[config.mk]
export PLATFORM = sky130hd
export DESIGN_NAME = event_slot_table_top
export DESIGN_NICKNAME = d
export VERILOG_FILES = /design/src/rtl/est_pkg.sv /design/src/rtl/event_slot_table_top.sv /design/src/rtl/est_cell.sv
export SDC_FILE = /design/constraint.sdc
export NUM_CORES = 2
export LEC_CHECK = 0
export ABC_AREA = 0
export CAP_MARGIN = 20
export CORE_ASPECT_RATIO = 2
export CORE_MARGIN = 3
export CORE_UTILIZATION = 30
export CTS_BUF_LIST = sky130_fd_sc_hd__clkbuf_4
export DETAILED_ROUTE_END_ITERATION = 8
export DONT_BUFFER_PORTS = 1
export MAX_ROUTING_LAYER = met4
export PLACE_DENSITY_LB_ADDON = 0.05
export SYNTH_ARGS = -nofsm -noshare
export SYNTH_HDL_FRONTEND = slang
export SYNTH_SLANG_ARGS = --single-unit
[constraint.sdc]
create_clock -name clk -period 8.6 [get_ports clk]
set_input_delay 1.29 -clock clk [delete_from_list [all_inputs] [get_ports clk]]
set_output_delay 1.29 -clock clk [all_outputs]
set_load 0.005 [all_outputs]
[src/rtl/est_pkg.sv]
// ----------------------------------------------------------------------------
// est_pkg
// Types, codes and sizes shared by the event slot table and its cells.
// ----------------------------------------------------------------------------
package est_pkg;

    localparam int SLOTS      = 16;
    localparam int ID_WIDTH   = 32;
    localparam int DATA_WIDTH = 32;
    localparam int SLOT_W     = (SLOTS > 1) ? $clog2(SLOTS) : 1;

    typedef logic [ID_WIDTH-1:0]   id_t;
    typedef logic [DATA_WIDTH-1:0] data_t;
    typedef logic [SLOT_W-1:0]     slot_idx_t;

    typedef enum logic [2:0] {
        OP_ADD    = 3'd0,
        OP_NOTIFY = 3'd1,
        OP_POLL   = 3'd2,
        OP_REMOVE = 3'd3,
        OP_CLEAR  = 3'd4
    } op_t;

    typedef enum logic [1:0] {
        ST_FREE      = 2'd0,
        ST_ARMED     = 2'd1,
        ST_SIGNALLED = 2'd2
    } status_t;

    typedef enum logic [1:0] {
        RC_OK   = 2'd0,
        RC_NONE = 2'd1,
        RC_FULL = 2'd2
    } rc_t;

    typedef enum logic [1:0] {
        FSM_IDLE    = 2'd0,
        FSM_COMPARE = 2'd1,
        FSM_RESOLVE = 2'd2
    } fsm_t;

    // Command broadcast from the controller to every cell.
    typedef struct packed {
        op_t   op;
        logic  compare;
        logic  commit;
        logic  any_hit;
        id_t   id;
        data_t data;
        id_t   timer_id;
    } ctrl_t;

    // Priority chain running from slot 0 upwards.
    typedef struct packed {
        logic hit;
        logic sig;
    } lo_chain_t;

    // What a cell reports when it is the one picked.
    typedef struct packed {
        logic  pick;
        id_t   id;
        data_t data;
    } cell_out_t;

endpackage

[src/rtl/event_slot_table_top.sv]
// ----------------------------------------------------------------------------
// event_slot_table_top
// Table of event slots built as a row of cells with add, notify, poll,
// remove and clear commands.
// ----------------------------------------------------------------------------
//
// Channel   Direction  Beat contents
// s_*       in         command: op, event_id, event_data
// m_*       out        result: result_code, slot_index, out_id, out_data
// cfg_*     in         timer_event_id write
//
// Each command passes through a compare state, in which every cell compares
// its slot with the command, and a resolve state, in which the priority
// chains through the row of cells pick a slot and the result is written to
// the output register. The next command is taken in the same cycle as the
// result is registered, so a new command waits until the last is resolved.
// Reset leaves slot 0 armed with id zero and every other slot free.
// A stalled output holds the resolve cycle until the waiting beat is taken.
//
module event_slot_table_top
(
    input  logic        clk,
    input  logic        rst_n,
    // Command stream.
    input  logic        s_tvalid,
    output logic        s_tready,
    input  logic [71:0] s_tdata,   // op[2:0], event_id[34:3], event_data[66:35], zero pad
    // Result stream.
    output logic        m_tvalid,
    input  logic        m_tready,
    output logic [71:0] m_tdata,   // result_code[1:0], slot_index[5:2], out_id[37:6],
                                   // out_data[69:38], zero pad
    // Configuration write channel.
    input  logic        cfg_valid,
    output logic        cfg_ready,
    input  logic [31:0] cfg_data   // timer_event_id
);

    est_pkg::fsm_t      state_reg, state_next;
    est_pkg::op_t       op_reg;
    est_pkg::id_t       id_reg;
    est_pkg::data_t     data_reg;
    est_pkg::id_t       timer_id_reg;

    logic               m_valid_reg, m_valid_next;
    est_pkg::rc_t       rc_reg, rc_next;
    logic [3:0]         idx_reg, idx_next;
    logic [31:0]        oid_reg, oid_next;
    logic [31:0]        odata_reg, odata_next;

    logic               accept;
    logic               commit;
    logic               compare;

    est_pkg::ctrl_t     ctrl;
    est_pkg::lo_chain_t lo_chain [est_pkg::SLOTS+1];
    logic               free_chain [est_pkg::SLOTS+1];
    est_pkg::cell_out_t cells_out [est_pkg::SLOTS];
    logic [est_pkg::SLOTS-1:0] pick_vec;

    logic               any_hit, any_sig, any_free;
    est_pkg::slot_idx_t sel_idx;
    est_pkg::id_t       sel_id;
    est_pkg::data_t     sel_data;

    // The register may be written at any time; it is sampled only on clear.
    assign cfg_ready = 1'b1;

    always_ff @(posedge clk or negedge rst_n)
    begin
        if (!rst_n)
            timer_id_reg <= '0;
        else if (cfg_valid && cfg_ready)
            timer_id_reg <= est_pkg::id_t'(cfg_data);
    end

    // Controller: next state.
    always_comb
    begin
        unique case (state_reg)
            est_pkg::FSM_IDLE:
                state_next = s_tvalid ? est_pkg::FSM_COMPARE : est_pkg::FSM_IDLE;
            est_pkg::FSM_COMPARE:
                state_next = est_pkg::FSM_RESOLVE;
            est_pkg::FSM_RESOLVE:
            begin
                if (!commit)
                    state_next = est_pkg::FSM_RESOLVE;
                else if (s_tvalid)
                    state_next = est_pkg::FSM_COMPARE;
                else
                    state_next = est_pkg::FSM_IDLE;
            end
            default:
                state_next = est_pkg::FSM_IDLE;
        endcase
    end

    // Controller: outputs. The result is registered only when the output
    // register is empty or is being emptied in this cycle.
    always_comb
    begin
        commit   = 1'b0;
        compare  = 1'b0;
        s_tready = 1'b0;
        unique case (state_reg)
            est_pkg::FSM_IDLE:
                s_tready = 1'b1;
            est_pkg::FSM_COMPARE:
                compare = 1'b1;
            est_pkg::FSM_RESOLVE:
            begin
                commit   = !m_valid_reg || m_tready;
                s_tready = commit;
            end
            default:
                s_tready = 1'b0;
        endcase
    end

    assign accept = s_tvalid && s_tready;

    always_ff @(posedge clk or negedge rst_n)
    begin
        if (!rst_n)
            state_reg <= est_pkg::FSM_IDLE;
        else
            state_reg <= state_next;
    end

    // Command register, loaded on every accepted beat.
    always_ff @(posedge clk)
    begin
        if (accept)
        begin
            op_reg   <= est_pkg::op_t'(s_tdata[2:0]);
            id_reg   <= est_pkg::id_t'(s_tdata[34:3]);
            data_reg <= est_pkg::data_t'(s_tdata[66:35]);
        end
    end

    assign ctrl.op       = op_reg;
    assign ctrl.compare  = compare;
    assign ctrl.commit   = commit;
    assign ctrl.any_hit  = any_hit;
    assign ctrl.id       = id_reg;
    assign ctrl.data     = data_reg;
    assign ctrl.timer_id = timer_id_reg;

    // Row of cells. The hit and signalled chains run from slot 0 upwards so
    // the lowest match wins; the free chain runs downwards so the highest
    // free slot wins.
    assign lo_chain[0]               = '0;
    assign free_chain[est_pkg::SLOTS] = 1'b0;

    for (genvar i = 0; i < est_pkg::SLOTS; i++)
    begin : g_cell
        est_cell u_cell
        (
            .clk      (clk),
            .rst_n    (rst_n),
            .slot_num (est_pkg::slot_idx_t'(i)),
            .ctrl     (ctrl),
            .lo_in    (lo_chain[i]),
            .lo_out   (lo_chain[i+1]),
            .free_in  (free_chain[i+1]),
            .free_out (free_chain[i]),
            .cout     (cells_out[i])
        );
        assign pick_vec[i] = cells_out[i].pick;
    end

    assign any_hit  = lo_chain[est_pkg::SLOTS].hit;
    assign any_sig  = lo_chain[est_pkg::SLOTS].sig;
    assign any_free = free_chain[0];

    // At most one cell is picked, so its contents can be merged with an OR.
    always_comb
    begin
        sel_idx  = '0;
        sel_id   = '0;
        sel_data = '0;
        for (int i = 0; i < est_pkg::SLOTS; i++)
        begin
            if (cells_out[i].pick)
            begin
                sel_idx  = sel_idx | est_pkg::slot_idx_t'(i);
                sel_id   = sel_id | cells_out[i].id;
                sel_data = sel_data | cells_out[i].data;
            end
        end
    end

    // Result formation.
    always_comb
    begin
        rc_next    = est_pkg::RC_NONE;
        idx_next   = '0;
        oid_next   = '0;
        odata_next = '0;
        unique case (op_reg)
            est_pkg::OP_ADD:
            begin
                if (any_hit || any_free)
                begin
                    rc_next  = est_pkg::RC_OK;
                    idx_next = 4'(sel_idx);
                end
                else
                begin
                    rc_next = est_pkg::RC_FULL;
                end
            end
            est_pkg::OP_NOTIFY:
            begin
                if (any_hit)
                begin
                    rc_next  = est_pkg::RC_OK;
                    idx_next = 4'(sel_idx);
                end
            end
            est_pkg::OP_POLL:
            begin
                if (any_sig)
                begin
                    rc_next    = est_pkg::RC_OK;
                    idx_next   = 4'(sel_idx);
                    oid_next   = 32'(sel_id);
                    odata_next = 32'(sel_data);
                end
            end
            est_pkg::OP_REMOVE:
            begin
                if (any_hit)
                begin
                    rc_next    = est_pkg::RC_OK;
                    idx_next   = 4'(sel_idx);
                    oid_next   = 32'(sel_id);
                    odata_next = 32'(sel_data);
                end
            end
            est_pkg::OP_CLEAR:
                rc_next = est_pkg::RC_OK;
            default:
                rc_next = est_pkg::RC_NONE;
        endcase
    end

    // Output register.
    always_comb
    begin
        if (commit)
            m_valid_next = 1'b1;
        else if (m_tready)
            m_valid_next = 1'b0;
        else
            m_valid_next = m_valid_reg;
    end

    always_ff @(posedge clk or negedge rst_n)
    begin
        if (!rst_n)
            m_valid_reg <= 1'b0;
        else
            m_valid_reg <= m_valid_next;
    end

    always_ff @(posedge clk)
    begin
        if (commit)
        begin
            rc_reg    <= rc_next;
            idx_reg   <= idx_next;
            oid_reg   <= oid_next;
            odata_reg <= odata_next;
        end
    end

    assign m_tvalid = m_valid_reg;
    assign m_tdata  = {2'b00, odata_reg, oid_reg, idx_reg, rc_reg};

`ifndef ASSERT_OFF
    // A registered result is always offered in the following cycle.
    a_commit_valid: assert property (@(posedge clk) disable iff (!rst_n)
        commit |=> m_tvalid)
        else $error("result registered but not offered");

    // An accepted beat always starts a compare cycle.
    a_accept_compare: assert property (@(posedge clk) disable iff (!rst_n)
        accept |=> (state_reg == est_pkg::FSM_COMPARE))
        else $error("accepted beat did not start a compare");

    // Compare is followed by resolve without a gap.
    a_compare_resolve: assert property (@(posedge clk) disable iff (!rst_n)
        (state_reg == est_pkg::FSM_COMPARE) |=> (state_reg == est_pkg::FSM_RESOLVE))
        else $error("compare not followed by resolve");

    // The priority chains pick at most one slot.
    a_one_pick: assert property (@(posedge clk) disable iff (!rst_n)
        (state_reg == est_pkg::FSM_RESOLVE) |-> $onehot0(pick_vec))
        else $error("more than one slot picked");

    // A result waiting on a stalled output is not overwritten.
    a_no_overwrite: assert property (@(posedge clk) disable iff (!rst_n)
        (m_tvalid && !m_tready) |-> !commit)
        else $error("waiting result overwritten");
`endif

endmodule

[src/rtl/est_cell.sv]
// ----------------------------------------------------------------------------
// est_cell
// One event slot: status, id and data, with its link in the priority chains.
// ----------------------------------------------------------------------------
module est_cell
(
    input  logic                 clk,
    input  logic                 rst_n,
    input  est_pkg::slot_idx_t   slot_num,
    input  est_pkg::ctrl_t       ctrl,
    input  est_pkg::lo_chain_t   lo_in,
    output est_pkg::lo_chain_t   lo_out,
    input  logic                 free_in,
    output logic                 free_out,
    output est_pkg::cell_out_t   cout
);

    est_pkg::status_t status_reg, status_next;
    est_pkg::id_t     id_reg, id_next;
    est_pkg::data_t   data_reg, data_next;
    logic             hit_reg, hit_next;
    logic             sig_reg, sig_next;
    logic             free_reg, free_next;
    logic             first_hit, first_sig, top_free, pick;

    // Flags from the compare cycle; the chains resolve priority across cells.
    assign lo_out.hit = lo_in.hit | hit_reg;
    assign lo_out.sig = lo_in.sig | sig_reg;
    assign free_out   = free_in | free_reg;

    assign first_hit = hit_reg & ~lo_in.hit;
    assign first_sig = sig_reg & ~lo_in.sig;
    assign top_free  = free_reg & ~free_in;

    always_comb
    begin
        unique case (ctrl.op)
            est_pkg::OP_ADD:    pick = ctrl.any_hit ? first_hit : top_free;
            est_pkg::OP_NOTIFY: pick = first_hit;
            est_pkg::OP_POLL:   pick = first_sig;
            est_pkg::OP_REMOVE: pick = first_hit;
            default:            pick = 1'b0;
        endcase
    end

    assign cout.pick = pick;
    assign cout.id   = id_reg;
    assign cout.data = data_reg;

    always_comb
    begin
        hit_next  = hit_reg;
        sig_next  = sig_reg;
        free_next = free_reg;
        if (ctrl.compare)
        begin
            hit_next  = (status_reg != est_pkg::ST_FREE) && (id_reg == ctrl.id);
            sig_next  = (status_reg == est_pkg::ST_SIGNALLED);
            free_next = (status_reg == est_pkg::ST_FREE);
        end
    end

    always_comb
    begin
        status_next = status_reg;
        id_next     = id_reg;
        data_next   = data_reg;
        if (ctrl.commit)
        begin
            unique case (ctrl.op)
                est_pkg::OP_ADD:
                begin
                    if (pick)
                    begin
                        data_next = ctrl.data;
                        if (!ctrl.any_hit)
                        begin
                            status_next = est_pkg::ST_ARMED;
                            id_next     = ctrl.id;
                        end
                    end
                end
                est_pkg::OP_NOTIFY:
                begin
                    if (pick)
                        status_next = est_pkg::ST_SIGNALLED;
                end
                est_pkg::OP_POLL:
                begin
                    if (pick)
                        status_next = est_pkg::ST_ARMED;
                end
                est_pkg::OP_REMOVE:
                begin
                    if (pick)
                        status_next = est_pkg::ST_FREE;
                end
                est_pkg::OP_CLEAR:
                begin
                    if (slot_num == '0)
                    begin
                        status_next = est_pkg::ST_ARMED;
                        id_next     = ctrl.timer_id;
                    end
                    else
                    begin
                        status_next = est_pkg::ST_FREE;
                    end
                end
                default:
                begin
                    status_next = status_reg;
                end
            endcase
        end
    end

    always_ff @(posedge clk or negedge rst_n)
    begin
        if (!rst_n)
        begin
            status_reg <= (slot_num == '0) ? est_pkg::ST_ARMED : est_pkg::ST_FREE;
            id_reg     <= '0;
            hit_reg    <= 1'b0;
            sig_reg    <= 1'b0;
            free_reg   <= 1'b0;
        end
        else
        begin
            status_reg <= status_next;
            id_reg     <= id_next;
            hit_reg    <= hit_next;
            sig_reg    <= sig_next;
            free_reg   <= free_next;
        end
    end

    // Slot data must be written by the user before any meaningful read; the block does not enforce it. No reset.
    always_ff @(posedge clk)
    begin
        data_reg <= data_next;
    end

endmodule

==> metrics.md <==
| Metric | Value |
|---|---|
| Worst R2R Start | `g_cell[6].u_cell.hit_reg` |
| Skew final | `0.122 ns` |
| Worst setup EP type | `register` |
| Min-Delay Path Depth | `0` |
| Fin crit share | `60.5%` |
| Pwr/cell area | `214 nW/µm²` |
| R2R Path End | `odata_reg[8]` |
| Vias | `40,900` |
| Vias in the first global route | `42,300` |
| Max-Cap Viols | `0` |
| Least-Margin Pin Slew | `1.31 ns` |
| Data required, critical path | `9.55 ns` |
| Total GRT Usage | `28.8%` |
| Die H | `629 µm` |
| Gate Count Post-Synth | `4,315` |
| Yosys warns | `0` |
| Final min period | `5.20 ns` |
| HP Class | `input port to register` |
| Wire per inst | `39.4 µm` |
| Cells after DPL | `6,655` |
| Worst r2r path cells | `10` |
| Pwr Total | `14.1 mW` |
| Drt drc | `0` |
| # rows | `228` |
| Resized Gates After CTS | `0` |
| Full die area | `200,000 µm²` |
| Hold path startpoint | `s_tdata[6]` |
| H-tree Lvls | `5` |
| Most frequent cells in the layout | `edfxtp_1, dfrtp_1, clkbuf_4` |
| Clk buf depth | `4` |
| I/O Buffers | `0` |
| Main synth FF type | `edfxtp_1` |
| Final ANT Viol Nets | `0` |
| Fraction of layout cells with a size suffix above 1 | `27.3%` |
| Netlist cell types | `87` |
| Syn avg cell area | `13.5 µm²` |
| Post-synth EDFFs | `649` |
| Max-slew violation count | `0` |
| Initial Util | `30.2%` |
| Most common cell after layout, fill and taps aside | `edfxtp_1` |
| Total CTS buffers | `338` |
| Final cell count without fillers | `7,253` |
| Headroom to the max-slew limit | `11.7%` |
| Sequential area share after synthesis | `60.4%` |
| Hold WS | `0.167 ns` |
| Layout area overhead | `13.1%` |
| Fin area | `65,900 µm²` |
| 1st-iter DRT viols | `3,247` |
| Hold Path Sink | `id_reg[3]` |
| Final wirelength | `286 mm` |
| Cell Area, Placed | `61,600 µm²` |
| CP startpoint kind | `register` |
| Ys async rst share | `49.1%` |
| Cell area after synthesis | `58,300 µm²` |
| GP Congestion | `0.930` |
| Post-DP HPWL | `198 mm` |
| Register bit total from synthesis | `1,276` |
| Setup TNS | `0 ns` |
| Critical path arrival | `6.15 ns` |
| Status | `finished clean` |
| Fmax | `192 MHz` |
| GRT Residual Overflow | `0` |
| Reg2Reg Setup Slack | `3.40 ns` |
| 1st-pass router iterations | `9` |
| Clock Sinks | `1,276` |
| I/O pins | `184` |
| Clock latency on the worst-skew pair | `1.24 ns` |
| NumNets Final | `4,581` |
| Largest net degree at the start of global routing | `176` |
| Final Hold Viols | `0` |
| Final setup violation count | `0` |
| Worst-path clk slew | `0.06 ns` |
| Pleak | `25.0 nW` |
| RSZ-0062 raised after global routing | `no` |
| Max IR drop VDD | `0.000107 V` |
| CTS tree | `done` |
| Critical path fanouts, max | `30` |
| CTS root buffer | `clkbuf_4` |
| Core ar. | `193,000 µm²` |
| Vias per inst | `5.63` |
| Die extent in x | `318 µm` |
| First-pass GRT wire length | `381 mm` |
| Initial antenna violation count | `14` |
| Crit Path Class | `register to register` |
[through the flow]
| step | util (%) | setup slack, ns |
|---|---|---|
| 5_1_grt | 34.2 | 3.39 |
| 4_1_cts | 34.1 | 3.43 |
| 6_report | 34.2 | 3.40 |
| 3_5_place_dp | 31.9 | 3.50 |
| 2_1_floorplan | - | 1.30 |
| 3_3_place_gp | 31.9 | 3.08 |
[cell usage after synthesis (8+ instances only)]
cell	n	share of area, %
a21oi_1	23	0.20
nor4_1	81	0.87
o31ai_1	8	0.10
xnor2_1	278	4.2
mux2_2	466	9.0
buf_4	36	0.46
and4_1	18	0.27
nor2b_1	21	0.23
o41ai_1	13	0.20
nand4_1	110	1.2
clkbuf_1	187	1.2
nand2_1	240	1.5
a31oi_1	57	0.61
and4b_1	24	0.41
mux2_1	46	0.89
nand3_1	19	0.16
a22oi_1	182	2.3
a22o_1	107	1.6
a221o_1	27	0.46
nor2_1	69	0.44
edfxtp_1	649	33
nor3_1	24	0.21
inv_1	16	0.10
nand2b_1	26	0.28
and3_1	66	0.71
a21boi_0	10	0.13
dfrtp_1	626	27
mux2i_1	30	0.52
a222oi_1	119	2.0
a221oi_1	95	1.4
buf_2	95	0.82
o21ai_0	143	1.2
xor2_1	224	3.4
buf_1	42	0.27
o21ai_1	8	0.069
[routing by layer]
metal | vias to the layer above | track usage [%] | routed length [µm]
li1 | 17100 | - | -
met1 | 21300 | 27.9 | 95100
met2 | 1742 | 51.1 | 151000
met3 | 696 | 4.06 | 12700
met4 | 0 | 22.7 | 27100
met5 | - | - | 0
[worst max-delay path: stages, from the launching register on]
cell      delay [ns]
dfrtp_1         0.36
buf_4           0.20
nor4_1          0.56
nand4_4         0.51
nor4_4          0.96
buf_4           0.27
or3_4           0.55
buf_4           0.58
a221o_1         0.34
a221oi_1        0.07
a31oi_1         0.35
[power by group]
part	leakage [nW]	total [mW]	internal, mW	switching, mW
combinational	7.96	1.47	0.411	1.06
sequential	14.5	7.02	6.67	0.354
clock	2.56	5.61	2.85	2.76
total	25.0	14.1	9.93	4.17
[timing repair]
| action | 4_1_cts | 5_1_grt |
|---|---|---|
| endpoints found under the hold margin | 3 | 0 |
| buffers inserted | 0 | 0 |
| hold buffers | 1 | 0 |
[worst max path at each step]
stage / start / to / slack (ns) / cells past startpoint
finish: g_cell[6].u_cell.hit_reg / odata_reg[8] / 3.40 / 10
detailed placement: g_cell[8].u_cell.hit_reg / odata_reg[8] / 3.50 / 9
CTS: g_cell[8].u_cell.hit_reg / odata_reg[8] / 3.43 / 9
global placement: g_cell[8].u_cell.hit_reg / g_cell[2].u_cell.data_reg[27] / 3.08 / 8
global route: g_cell[8].u_cell.hit_reg / odata_reg[8] / 3.39 / 9
floorplan: m_tready / g_cell[1].u_cell.data_reg[0] / 1.30 / 5
[kinds of logic after synthesis]
family	after synthesis	share of synthesized area, %
flops	1276	60.4
compound gates	844	11.3
simple gates	765	7.38
mux	542	10.4
xor+xnor	502	7.55
buf+inv	384	3.00
other cells	2	0.0129
[area by class of cell]
class / count / area (µm²)
fillers: 19400 / 127000
inverters: 17 / 63.8
flip-flops and latches: 1276 / 35200
well taps: 2530 / 3170
repair buffers: 183 / 1480
diodes: 13 / 32.5
clock inverters: 58 / 338
multi-input cells: 2656 / 21700
clock buffers: 520 / 3900
(Power assumes the default switching activity.)
